**config.mk**
```make
export PLATFORM = sky130hd
export DESIGN_NAME = cam_word_encoder_lru_lfu_unit
export DESIGN_NICKNAME = d
export VERILOG_FILES = /design/src/design/cwe_pkg.sv /design/src/design/cwe_store.sv /design/src/design/cwe_seq.sv /design/src/design/cam_word_encoder_lru_lfu_unit.sv
export SDC_FILE = /design/constraint.sdc
export NUM_CORES = 1
export LEC_CHECK = 0
export BUFFER_PORTS_ARGS = -buffer_cell sky130_fd_sc_hd__buf_2
export CORE_ASPECT_RATIO = 0.8
export CORE_UTILIZATION = 45
export CTS_BUF_LIST = sky130_fd_sc_hd__clkbuf_8
export DETAILED_ROUTE_END_ITERATION = 8
export SLEW_MARGIN = 40
export SYNTH_ARGS = -nofsm -noshare
export SYNTH_HDL_FRONTEND = slang
export SYNTH_SLANG_ARGS = --single-unit
```
**constraint.sdc**
```tcl
create_clock -name clock -period 7.95 [get_ports clock]
set_clock_uncertainty 0.2 [all_clocks]
set_input_delay 0 -clock clock [delete_from_list [all_inputs] [get_ports clock]]
set_output_delay 0 -clock clock [all_outputs]
set_load 0.05 [all_outputs]
```
**src/design/cwe_pkg.sv**
```systemverilog
package cwe_pkg;

   localparam int NUM_ENTRIES = 16;
   localparam int WORD_BYTES  = 4;

   // Only the low WORD_BYTES bytes of a word take part in the match, at most 32 bits.
   localparam int WORD_W      = (WORD_BYTES * 8 > 32) ? 32 : WORD_BYTES * 8;
   localparam int DATA_W      = 32;
   localparam int ENTRY_W     = $clog2(NUM_ENTRIES);
   localparam int COUNT_W     = 4;
   localparam int RSP_INDEX_W = 4;
   localparam int CSR_DATA_W  = 4;
   localparam int CSR_INDEX_W = 1;

   localparam logic [COUNT_W-1:0] COUNT_MAX     = {COUNT_W{1'b1}};
   localparam logic [COUNT_W-1:0] COUNT_ONE     = COUNT_W'(1);
   localparam logic [ENTRY_W-1:0] RANK_LAST     = ENTRY_W'(NUM_ENTRIES - 1);
   localparam logic [CSR_DATA_W-1:0] SAT_RESET  = CSR_DATA_W'(15);

   localparam logic MODE_LRU = 1'b0;
   localparam logic MODE_LFU = 1'b1;

   typedef enum logic [CSR_INDEX_W-1:0] {
      CSR_REPLACE_MODE   = 1'b0,
      CSR_LFU_SATURATION = 1'b1
   } csr_index_type;

   typedef enum logic [2:0] {
      OP_NONE,
      OP_TOUCH,
      OP_FILL_LRU,
      OP_FILL_LFU,
      OP_INC,
      OP_HALVE
   } op_type;

   typedef enum logic [3:0] {
      ST_IDLE,
      ST_MATCH,
      ST_LRU_TOUCH,
      ST_LRU_FIND,
      ST_LRU_FILL,
      ST_LFU_INC,
      ST_LFU_CHECK,
      ST_LFU_SCAN,
      ST_LFU_FILL,
      ST_RESULT
   } state_type;

   typedef struct packed {
      op_type              op;
      logic [ENTRY_W-1:0]  entry;
      logic [WORD_W-1:0]   word;
      logic [ENTRY_W-1:0]  rank_query;
   } cmd_type;

   typedef struct packed {
      logic                hit;
      logic [ENTRY_W-1:0]  hit_entry;
      logic [ENTRY_W-1:0]  rank_entry;
      logic                rank_valid;
      logic [COUNT_W-1:0]  rank_count;
      logic [COUNT_W-1:0]  sel_count;
   } status_type;

endpackage

```
**src/design/cwe_store.sv**
```systemverilog
module cwe_store (
   input  logic                 clock,
   input  logic                 reset,
   input  cwe_pkg::cmd_type     cmd,
   output cwe_pkg::status_type  status
);

   logic [cwe_pkg::WORD_W-1:0]  word_ff  [cwe_pkg::NUM_ENTRIES];
   logic [cwe_pkg::NUM_ENTRIES-1:0] valid_ff, valid_in;
   logic [cwe_pkg::ENTRY_W-1:0] rank_ff  [cwe_pkg::NUM_ENTRIES];
   logic [cwe_pkg::ENTRY_W-1:0] rank_in  [cwe_pkg::NUM_ENTRIES];
   logic [cwe_pkg::COUNT_W-1:0] count_ff [cwe_pkg::NUM_ENTRIES];
   logic [cwe_pkg::COUNT_W-1:0] count_in [cwe_pkg::NUM_ENTRIES];
   logic [cwe_pkg::ENTRY_W-1:0] old_rank;
   logic                        is_fill;
   logic                        is_touch;

   always_comb begin
      // Parallel tag match, lowest matching entry wins.
      status.hit       = 1'b0;
      status.hit_entry = '0;
      for (int i = cwe_pkg::NUM_ENTRIES - 1; i >= 0; i--) begin
         if (valid_ff[i] && (word_ff[i] == cmd.word)) begin
            status.hit       = 1'b1;
            status.hit_entry = cwe_pkg::ENTRY_W'(i);
         end
      end
      // Ranks always form a permutation, so exactly one entry answers a rank query.
      status.rank_entry = '0;
      for (int i = 0; i < cwe_pkg::NUM_ENTRIES; i++) begin
         if (rank_ff[i] == cmd.rank_query) begin
            status.rank_entry = cwe_pkg::ENTRY_W'(i);
         end
      end
      status.rank_valid = valid_ff[status.rank_entry];
      status.rank_count = count_ff[status.rank_entry];
      status.sel_count  = count_ff[cmd.entry];
   end

   always_comb begin
      is_fill  = (cmd.op == cwe_pkg::OP_FILL_LRU) || (cmd.op == cwe_pkg::OP_FILL_LFU);
      is_touch = (cmd.op == cwe_pkg::OP_TOUCH) || (cmd.op == cwe_pkg::OP_FILL_LRU);
      old_rank = rank_ff[cmd.entry];
      valid_in = valid_ff;
      if (is_fill) begin
         valid_in[cmd.entry] = 1'b1;
      end
      for (int i = 0; i < cwe_pkg::NUM_ENTRIES; i++) begin
         rank_in[i] = rank_ff[i];
         if (is_touch) begin
            if (cwe_pkg::ENTRY_W'(i) == cmd.entry) begin
               rank_in[i] = '0;
            end else if (rank_ff[i] < old_rank) begin
               rank_in[i] = rank_ff[i] + cwe_pkg::ENTRY_W'(1);
            end
         end
         count_in[i] = count_ff[i];
         case (cmd.op)
            cwe_pkg::OP_INC: begin
               if ((cwe_pkg::ENTRY_W'(i) == cmd.entry) && (count_ff[i] != cwe_pkg::COUNT_MAX)) begin
                  count_in[i] = count_ff[i] + cwe_pkg::COUNT_ONE;
               end
            end
            cwe_pkg::OP_HALVE: begin
               count_in[i] = count_ff[i] >> 1;
            end
            cwe_pkg::OP_FILL_LFU: begin
               if (cwe_pkg::ENTRY_W'(i) == cmd.entry) begin
                  count_in[i] = cwe_pkg::COUNT_ONE;
               end
            end
            default: begin
               count_in[i] = count_ff[i];
            end
         endcase
      end
   end

   always_ff @(posedge clock) begin
      if (reset) begin
         valid_ff <= '0;
         for (int i = 0; i < cwe_pkg::NUM_ENTRIES; i++) begin
            rank_ff[i]  <= cwe_pkg::ENTRY_W'(i);
            count_ff[i] <= '0;
         end
      end else begin
         valid_ff <= valid_in;
         for (int i = 0; i < cwe_pkg::NUM_ENTRIES; i++) begin
            rank_ff[i]  <= rank_in[i];
            count_ff[i] <= count_in[i];
         end
      end
   end

   always_ff @(posedge clock) begin
      if (is_fill) begin
         word_ff[cmd.entry] <= cmd.word;
      end
   end

endmodule

```
**src/design/cwe_seq.sv**
```systemverilog
module cwe_seq (
   input  logic                              clock,
   input  logic                              reset,
   input  logic                              req_valid,
   output logic                              req_ready,
   input  logic [cwe_pkg::DATA_W-1:0]        req_data_word,
   output logic                              rsp_valid,
   input  logic                              rsp_ready,
   output logic                              rsp_hit,
   output logic [cwe_pkg::RSP_INDEX_W-1:0]   rsp_index,
   input  logic                              replace_mode,
   input  logic [cwe_pkg::COUNT_W-1:0]       lfu_saturation,
   output cwe_pkg::cmd_type                  cmd,
   input  cwe_pkg::status_type               status
);

   cwe_pkg::state_type              state_ff, state_in;
   logic [cwe_pkg::WORD_W-1:0]      word_ff;
   logic                            hit_ff;
   logic [cwe_pkg::ENTRY_W-1:0]     found_ff;
   logic [cwe_pkg::ENTRY_W-1:0]     victim_ff, victim_in;
   logic [cwe_pkg::COUNT_W-1:0]     least_ff, least_in;
   logic [cwe_pkg::ENTRY_W-1:0]     scan_rank_ff;
   logic                            rsp_valid_ff, rsp_valid_in;
   logic                            rsp_hit_ff;
   logic [cwe_pkg::RSP_INDEX_W-1:0] rsp_index_ff;
   logic                            rsp_load;
   logic                            take_victim;
   logic                            scan_done;

   // An invalid entry ends the scan at once; otherwise the smallest count wins,
   // first in recency order.
   always_comb begin
      take_victim = (scan_rank_ff == '0) || !status.rank_valid ||
                    (status.rank_count < least_ff);
      scan_done   = !status.rank_valid || (scan_rank_ff == cwe_pkg::RANK_LAST);
   end

   always_comb begin
      state_in = state_ff;
      case (state_ff)
         cwe_pkg::ST_IDLE: begin
            if (req_valid) begin
               state_in = cwe_pkg::ST_MATCH;
            end
         end
         cwe_pkg::ST_MATCH: begin
            if (replace_mode == cwe_pkg::MODE_LRU) begin
               state_in = status.hit ? cwe_pkg::ST_LRU_TOUCH : cwe_pkg::ST_LRU_FIND;
            end else begin
               state_in = status.hit ? cwe_pkg::ST_LFU_INC : cwe_pkg::ST_LFU_SCAN;
            end
         end
         cwe_pkg::ST_LRU_TOUCH: state_in = cwe_pkg::ST_RESULT;
         cwe_pkg::ST_LRU_FIND:  state_in = cwe_pkg::ST_LRU_FILL;
         cwe_pkg::ST_LRU_FILL:  state_in = cwe_pkg::ST_RESULT;
         cwe_pkg::ST_LFU_INC:   state_in = cwe_pkg::ST_LFU_CHECK;
         cwe_pkg::ST_LFU_CHECK: state_in = cwe_pkg::ST_RESULT;
         cwe_pkg::ST_LFU_SCAN: begin
            if (scan_done) begin
               state_in = cwe_pkg::ST_LFU_FILL;
            end
         end
         cwe_pkg::ST_LFU_FILL:  state_in = cwe_pkg::ST_RESULT;
         cwe_pkg::ST_RESULT: begin
            if (!rsp_valid_ff || rsp_ready) begin
               state_in = cwe_pkg::ST_IDLE;
            end
         end
         default: state_in = cwe_pkg::ST_IDLE;
      endcase
   end

   always_comb begin
      req_ready      = 1'b0;
      rsp_load       = 1'b0;
      cmd.op         = cwe_pkg::OP_NONE;
      cmd.entry      = found_ff;
      cmd.word       = word_ff;
      cmd.rank_query = scan_rank_ff;
      case (state_ff)
         cwe_pkg::ST_IDLE: begin
            req_ready = 1'b1;
         end
         cwe_pkg::ST_LRU_TOUCH: begin
            cmd.op = cwe_pkg::OP_TOUCH;
         end
         cwe_pkg::ST_LRU_FIND: begin
            cmd.rank_query = cwe_pkg::RANK_LAST;
         end
         cwe_pkg::ST_LRU_FILL: begin
            cmd.op    = cwe_pkg::OP_FILL_LRU;
            cmd.entry = victim_ff;
         end
         cwe_pkg::ST_LFU_INC: begin
            cmd.op = cwe_pkg::OP_INC;
         end
         cwe_pkg::ST_LFU_CHECK: begin
            if (status.sel_count >= lfu_saturation) begin
               cmd.op = cwe_pkg::OP_HALVE;
            end
         end
         cwe_pkg::ST_LFU_FILL: begin
            cmd.op    = cwe_pkg::OP_FILL_LFU;
            cmd.entry = victim_ff;
         end
         cwe_pkg::ST_RESULT: begin
            rsp_load = !rsp_valid_ff || rsp_ready;
         end
         default: begin
            req_ready = 1'b0;
         end
      endcase
   end

   always_comb begin
      victim_in = victim_ff;
      least_in  = least_ff;
      if (state_ff == cwe_pkg::ST_LRU_FIND) begin
         victim_in = status.rank_entry;
      end else if ((state_ff == cwe_pkg::ST_LFU_SCAN) && take_victim) begin
         victim_in = status.rank_entry;
         least_in  = status.rank_count;
      end
      if (rsp_load) begin
         rsp_valid_in = 1'b1;
      end else if (rsp_ready) begin
         rsp_valid_in = 1'b0;
      end else begin
         rsp_valid_in = rsp_valid_ff;
      end
   end

   always_ff @(posedge clock) begin
      if (reset) begin
         state_ff     <= cwe_pkg::ST_IDLE;
         rsp_valid_ff <= 1'b0;
      end else begin
         state_ff     <= state_in;
         rsp_valid_ff <= rsp_valid_in;
      end
   end

   always_ff @(posedge clock) begin
      victim_ff <= victim_in;
      least_ff  <= least_in;
      if ((state_ff == cwe_pkg::ST_IDLE) && req_valid) begin
         word_ff <= req_data_word[cwe_pkg::WORD_W-1:0];
      end
      if (state_ff == cwe_pkg::ST_MATCH) begin
         hit_ff       <= status.hit;
         found_ff     <= status.hit_entry;
         scan_rank_ff <= '0;
      end else if (state_ff == cwe_pkg::ST_LFU_SCAN) begin
         scan_rank_ff <= scan_rank_ff + cwe_pkg::ENTRY_W'(1);
      end
      if (rsp_load) begin
         rsp_hit_ff   <= hit_ff;
         rsp_index_ff <= hit_ff ? cwe_pkg::RSP_INDEX_W'(found_ff) : '0;
      end
   end

   assign rsp_valid = rsp_valid_ff;
   assign rsp_hit   = rsp_hit_ff;
   assign rsp_index = rsp_index_ff;

endmodule

```
**src/design/cam_word_encoder_lru_lfu_unit.sv**
```systemverilog
// Looks up each 32-bit word in a 16-entry content-addressable table and returns
// the matching index, or a miss after writing the word into a victim entry chosen
// by least-recently-used or least-frequently-used replacement (csr register 0),
// with use counts halved once a hit count reaches csr register 1. Items are taken
// one at a time by a small sequencer around a shared table unit whose one rank
// lookup port serves both replacement policies. An LFU miss walks the table
// entries in recency order until the first invalid entry or the end of the table.
// A finished result sits in an output register, and a stall on the result side
// only holds the sequencer once the next result is ready. Configuration must be
// written only while the block is idle; the block itself does not enforce this.
module cam_word_encoder_lru_lfu_unit (
   input  logic                              clock,
   input  logic                              reset,
   input  logic                              req_valid,
   output logic                              req_ready,
   input  logic [cwe_pkg::DATA_W-1:0]        req_data_word,
   output logic                              rsp_valid,
   input  logic                              rsp_ready,
   output logic                              rsp_hit,
   output logic [cwe_pkg::RSP_INDEX_W-1:0]   rsp_index,
   input  logic                              csr_write_enable,
   input  logic [cwe_pkg::CSR_INDEX_W-1:0]   csr_index,
   input  logic [cwe_pkg::CSR_DATA_W-1:0]    csr_write_data
);

   logic                          replace_mode_ff;
   logic [cwe_pkg::COUNT_W-1:0]   lfu_saturation_ff;
   cwe_pkg::cmd_type              cmd;
   cwe_pkg::status_type           status;

   always_ff @(posedge clock) begin
      if (reset) begin
         replace_mode_ff   <= cwe_pkg::MODE_LRU;
         lfu_saturation_ff <= cwe_pkg::SAT_RESET;
      end else if (csr_write_enable) begin
         case (cwe_pkg::csr_index_type'(csr_index))
            cwe_pkg::CSR_REPLACE_MODE: begin
               replace_mode_ff <= csr_write_data[0];
            end
            cwe_pkg::CSR_LFU_SATURATION: begin
               lfu_saturation_ff <= csr_write_data[cwe_pkg::COUNT_W-1:0];
            end
            default: begin
               replace_mode_ff <= replace_mode_ff;
            end
         endcase
      end
   end

   cwe_seq u_seq (
      .clock          (clock),
      .reset          (reset),
      .req_valid      (req_valid),
      .req_ready      (req_ready),
      .req_data_word  (req_data_word),
      .rsp_valid      (rsp_valid),
      .rsp_ready      (rsp_ready),
      .rsp_hit        (rsp_hit),
      .rsp_index      (rsp_index),
      .replace_mode   (replace_mode_ff),
      .lfu_saturation (lfu_saturation_ff),
      .cmd            (cmd),
      .status         (status)
   );

   cwe_store u_store (
      .clock  (clock),
      .reset  (reset),
      .cmd    (cmd),
      .status (status)
   );

endmodule
```
# == After elaboration in Yosys (flattened, before gate mapping) ==
# Memory sizes are Yosys's and may differ from the RTL's.
# Cells that the tools add are included.
# word_totals
reg_bits,80
latchBits,0
mem_bits_rw,640
mem_bits_ro,0
in_bits,42
wordCells,430
mem_count,3
# memory_table
memory,words,word_bits,rd,rd_clocked_by_memory_dff,wr,line,text
u_store.word_ff,16,32,16,0,1,cwe_store.sv:8,logic [cwe_pkg::WORD_W-1:0] word_ff [cwe_pkg::NUM_ENTRIES];
u_store.count_ff,16,4,18,0,16,cwe_store.sv:12,logic [cwe_pkg::COUNT_W-1:0] count_ff [cwe_pkg::NUM_ENTRIES];
u_store.rank_ff,16,4,17,0,16,cwe_store.sv:10,logic [cwe_pkg::ENTRY_W-1:0] rank_ff [cwe_pkg::NUM_ENTRIES];
# classes
addsub,33
multipliers,0
n_div,0
n_lt_le_gt_ge,21
eq_ne,80
n_shift,0
muxes,185
bitwise_logic,35
n_reduce_logical,57
# op_table
operator,count
$eq A32 B32 Y1,16
$mux W4,128
$pmux W4 S3,16
$add A4 B1 Y4 const B,33
$mux W5,16
$lt A4 B4 Y1,17
$ne A4 B4 Y1 const B,16
$eq A4 B4 Y1,15
$logic_and A1 B1 Y1,35
$eq A4 B4 Y1 const A,8
$or A1 B1 Y1,32
$pmux W4 S7,1
$eq A3 B4 Y1 const A,4
$eq A4 B3 Y1 const B,4
$or A16 B16 Y16,1
$mux W3,5
$pmux W3 S5,1
$mux W1,13
$eq A4 B4 Y1 const B,3
$logic_not A4 Y1,3
$lt A4 B5 Y1 const B,2
$eq A2 B4 Y1 const A,2
$eq A4 B2 Y1 const B,2
$reduce_or A4 Y1,2
20 further kinds,36

# == Logic depth before layout (Yosys ltp) ==
# depth
ltp_word,26
depth_mapped,24
mapped_depth_nobuf,19

# == Hierarchy ==
# From an unflattened synthesis, not the netlist that was laid out.
# unflattened
hier_cells,2733
hier_area_um2,34630.7
# modules_own_cells
module,n_inst,cells_per_inst,area_each_um2,seq_area_each_um2
cwe_store,1,2549,32038.2,18257.5
cwe_seq,1,166,2394.8,1681.6
cam_word_encoder_lru_lfu_unit,1,18,197.7,100.1

# == Least setup slack after synthesis ==
# Ideal clock, no wire load.
# synth_path
path_kind,flip-flop to flip-flop
startpoint,reg u_seq.state_ff[2]
endpoint,mem u_store.rank_ff[15][3] (netlist name)
arrival_ns,5.220
required_time_ns,7.635
slack_ns,2.415
stages_incl_launch_ff,19
n_path_buf,5
period_less_slack_ns,5.535
cell_sequence,dfxtp_1 buf_2 xnor2_1 or3_1 buf_2 mux2i_4 buf_4 clkbuf_1 buf_1 mux4_2 o221ai_1 ha_1 o31a_1 o21a_1 o21ai_0 nor2b_1 and4_1 o21ai_0 a21bo_2
# synth_lines
item,line,text
from (decl),cwe_seq.sv:17,"cwe_pkg::state_type state_ff, state_in;"
from (signal assigned),cwe_seq.sv:136,state_ff <= cwe_pkg::ST_IDLE;
from (signal assigned),cwe_seq.sv:139,state_ff <= state_in;
to (decl),cwe_store.sv:10,

==> results.json <==
{
  "crit_path_end_kind": "flop",
  "drt-initial-drc-count": 2403,
  "hold_slack_ps": 100.9,
  "status": "complete, no violations",
  "period_needed_ps": 6429,
  "clkLatencyLatePin_ps": 760,
  "multiInputGateArea_mm2": 0.01422,
  "hp-class": "in -> reg",
  "crit_start": "u_seq.state_ff[0]",
  "finalHoldViolCount": 0,
  "critPathCapture": "u_seq.victim_ff[3]",
  "drive_gt1_share_pct": 11.74,
  "antenna_found_initial": 1,
  "area_growth_pct": 13.67,
  "io-pin-count": 49,
  "placed_cells": 3842,
  "met1Wirelength_um": 45410,
  "numClockSinks": 720,
  "max-vdd-ir-drop_uv": 133.8,
  "critical_path_required_ps": 8140,
  "yosysWarnings": 0,
  "tightest_slew_ps": 861.8,
  "synthDistinctLibCells": 79,
  "clkTransAtPathRegs_ps": 60,
  "vias": 24010,
  "route.detailed.drc": 0,
  "gp_congestion": 0.8975,
  "finalMaxSlewViolations": 0,
  "final_cells": 4141,
  "critPathMaxFanout": 17,
  "rrSetupSlack_ps": 1520,
  "pwr_density_cell_mw_per_mm2": 220.1,
  "die-area_mm2": 0.07881,
  "rsz0062_at_grt": "false",
  "wl_met2_um": 42580,
  "path_cells": "nor4bb_4 > buf_4 > nor2_8 > xnor2_1 > nor4_1 > or4_1 > o211ai_1 > and2_1 > inv_2 > and3_1 > a311oi_1 > a211oi_1 > a21oi_1 > ha_1 > o21ai_0 > nand2b_1 > a21oi_1 > nor4_1 > a311oi_1",
  "r2r-end": "u_seq.victim_ff[3]",
  "io_buffers": 48,
  "fin_tns_setup_ps": 0,
  "grt_pass1_vias": 23140,
  "wire_per_inst_um": 23.28,
  "synthArstFlopShare_pct": 0,
  "post_cts_buffers": 0,
  "setup_slack_ps": 1521,
  "period_share_pct": 80.87,
  "pre_cts_ws_ps": 1696,
  "regArea_mm2": 0.02004,
  "synth_nets": 2964,
  "topRoutingLayerUsed": "met4",
  "wl_um": 96400,
  "critPathKind": "reg -> reg",
  "cts_tree": "built",
  "worstRegToRegCells": 19,
  "slew_headroom_pct": 42.54,
  "critPathMaxStageDelay_ps": 740,
  "grt_max_degree": 66,
  "die_h_um": 251.3,
  "ys_ff_latch": 720,
  "root_buffer": "clkbuf_8",
  "overflow": 0,
  "hold_path_depth": 3,
  "fmax_mhz": 155.5,
  "n_fill_cell": 6690,
  "cap_violations": 0,
  "fin_nets": 3158,
  "dp_hpwl_um": 61540,
  "grt_use_total_pct": 24.32,
  "ant_nets": 0,
  "grt_pass1_wl_um": 145000,
  "numCtsBuffers": 115,
  "hold_buffers": 91,
  "syn_avg_cell_area_um2": 12.34,
  "ys_seq_area_share_pct": 57.32,
  "netlist_instances": 2833,
  "syn-cell-area_mm2": 0.03496,
  "p_leak_nw": 13.17,
  "min_from": "reset",
  "htree_levels": 3,
  "design.core.area_mm2": 0.07697,
  "synth-edff-count": 562,
  "post_cts_resized": 0,
  "dr_wl_met3_um": 6632,
  "drt-pass1-iter-count": 6,
  "setup_viol": 0,
  "rr_startpoint": "u_seq.state_ff[0]",
  "rows": 91,
  "synth_ff_type": "edfxtp_1",
  "critPathSlowestCell": "and2_1",
  "crit_arrival_ps": 6620,
  "die_w_um": 313.6,
  "startpoint_type": "flop",
  "cts.path.max_buffers": 3,
  "initial_core_util_pct": 45.42,
  "post_drt_via_cell_ratio": 5.797
}
==> registers in the layout, summed over array words and instances, names as in the netlist <==
register	flops
lfu_saturation_ff	4
replace_mode_ff	1
u_seq.found_ff	4
u_seq.hit_ff	1
u_seq.least_ff	4
u_seq.rsp_hit	1
u_seq.rsp_index	4
u_seq.rsp_valid	1
u_seq.scan_rank_ff	4
u_seq.state_ff	4
u_seq.victim_ff	4
u_seq.word_ff	32
u_store.count_ff	64
u_store.rank_ff	64
u_store.valid_ff	16
u_store.word_ff	512
==> cell usage in the layout (no fill, tap or decap), types with 47 or more instances in the layout <==
master,synthesis,final
edfxtp_1,562,562
clkbuf_8,0,124
nand2_1,137,137
nor4_1,68,67
xnor2_1,411,411
buf_4,3,80
nor2_1,169,151
nand3_1,90,90
dlygate4sd3_1,0,91
a21oi_1,98,98
inv_1,45,85
buf_2,8,47
xor2_1,163,163
o21ai_0,87,87
nand4_1,101,101
dfxtp_1,158,158
ha_1,89,89
==> stage by stage <==
step,power [mW],util (%),area [um2]
floorplan,5.336,-,34960
global placement,5.775,47.46,36530
CTS,8.821,51.60,39720
finish,8.747,51.62,39730
global route,9.119,51.62,39730
detailed placement,5.845,47.71,36720
==> kinds of logic after synthesis <==
kind of cell	count (synthesis)	synth area share, %
AOI/OAI and AO/OA	434	8.451
xor gates and xnor gates	574	14.38
adders and majority gates	89	3.186
buffers and inverters	201	2.384
DFF	720	57.32
muxes	69	3.168
and+or+nand+nor	746	11.11
==> critical path: cells and delay by family (launching register included) <==
kind | cells | cell delay (ps)
compound gates | 7 | 1860
xor+xnor | 1 | 210
fa+ha+maj | 1 | 300
buf+inv | 2 | 620
flops | 1 | 640
simple gates | 8 | 2210
==> synthesized netlist by cell type, drive strengths merged, types with 30 or more instances <==
library cell,number,area (um2)
edfxtp,562,16880
xnor2,411,3600
nor2,173,714.4
xor2,163,1428
dfxtp,158,3163
nand2,137,514.2
clkbuf,123,461.7
o21ai,105,525.5
nand4,101,631.9
a21oi,99,506.7
nand3,90,450.4
ha,89,1114
nor4,72,475.5
inv,48,180.2
nor3,43,215.2
mux2i,34,352.8
mux4,32,720.7
buf,30,191.4
==> report_power, final <==
group	switching, mW	internal (mW)	total [mW]
Sequential	0.124	4.18	4.31
Combinational	0.948	0.566	1.51
Clock	1.47	1.46	2.93
==> how the worst min path moves through the flow <==
stage | to | slack, ps
global route | u_store.count_ff[11][0] | 90
floorplan | u_seq.word_ff[0] | -100
CTS | u_store.count_ff[9][0] | 40
global placement | u_seq.word_ff[29] | -20
detailed placement | u_seq.word_ff[2] | -20
finish | u_store.count_ff[9][0] | 100
==> per-layer routing <==
layer / track usage [%] / up-vias
met5: 0 / -
met4: 5.923 / 0
met3: 4.545 / 146
met2: 36.37 / 899
met1: 36.29 / 12020
li1: - / 10940
==> cell type report <==
type	instances	area share (%)
timing repair buffer	230	4.865
multi-input combinational	1912	35.78
tap	1023	3.221
sequential	720	50.43
inverter	48	0.4534
clock inverter	83	0.9447
clock buffer	124	4.295
antenna	1	0.006298
Power figures use the tool's default switching activity.
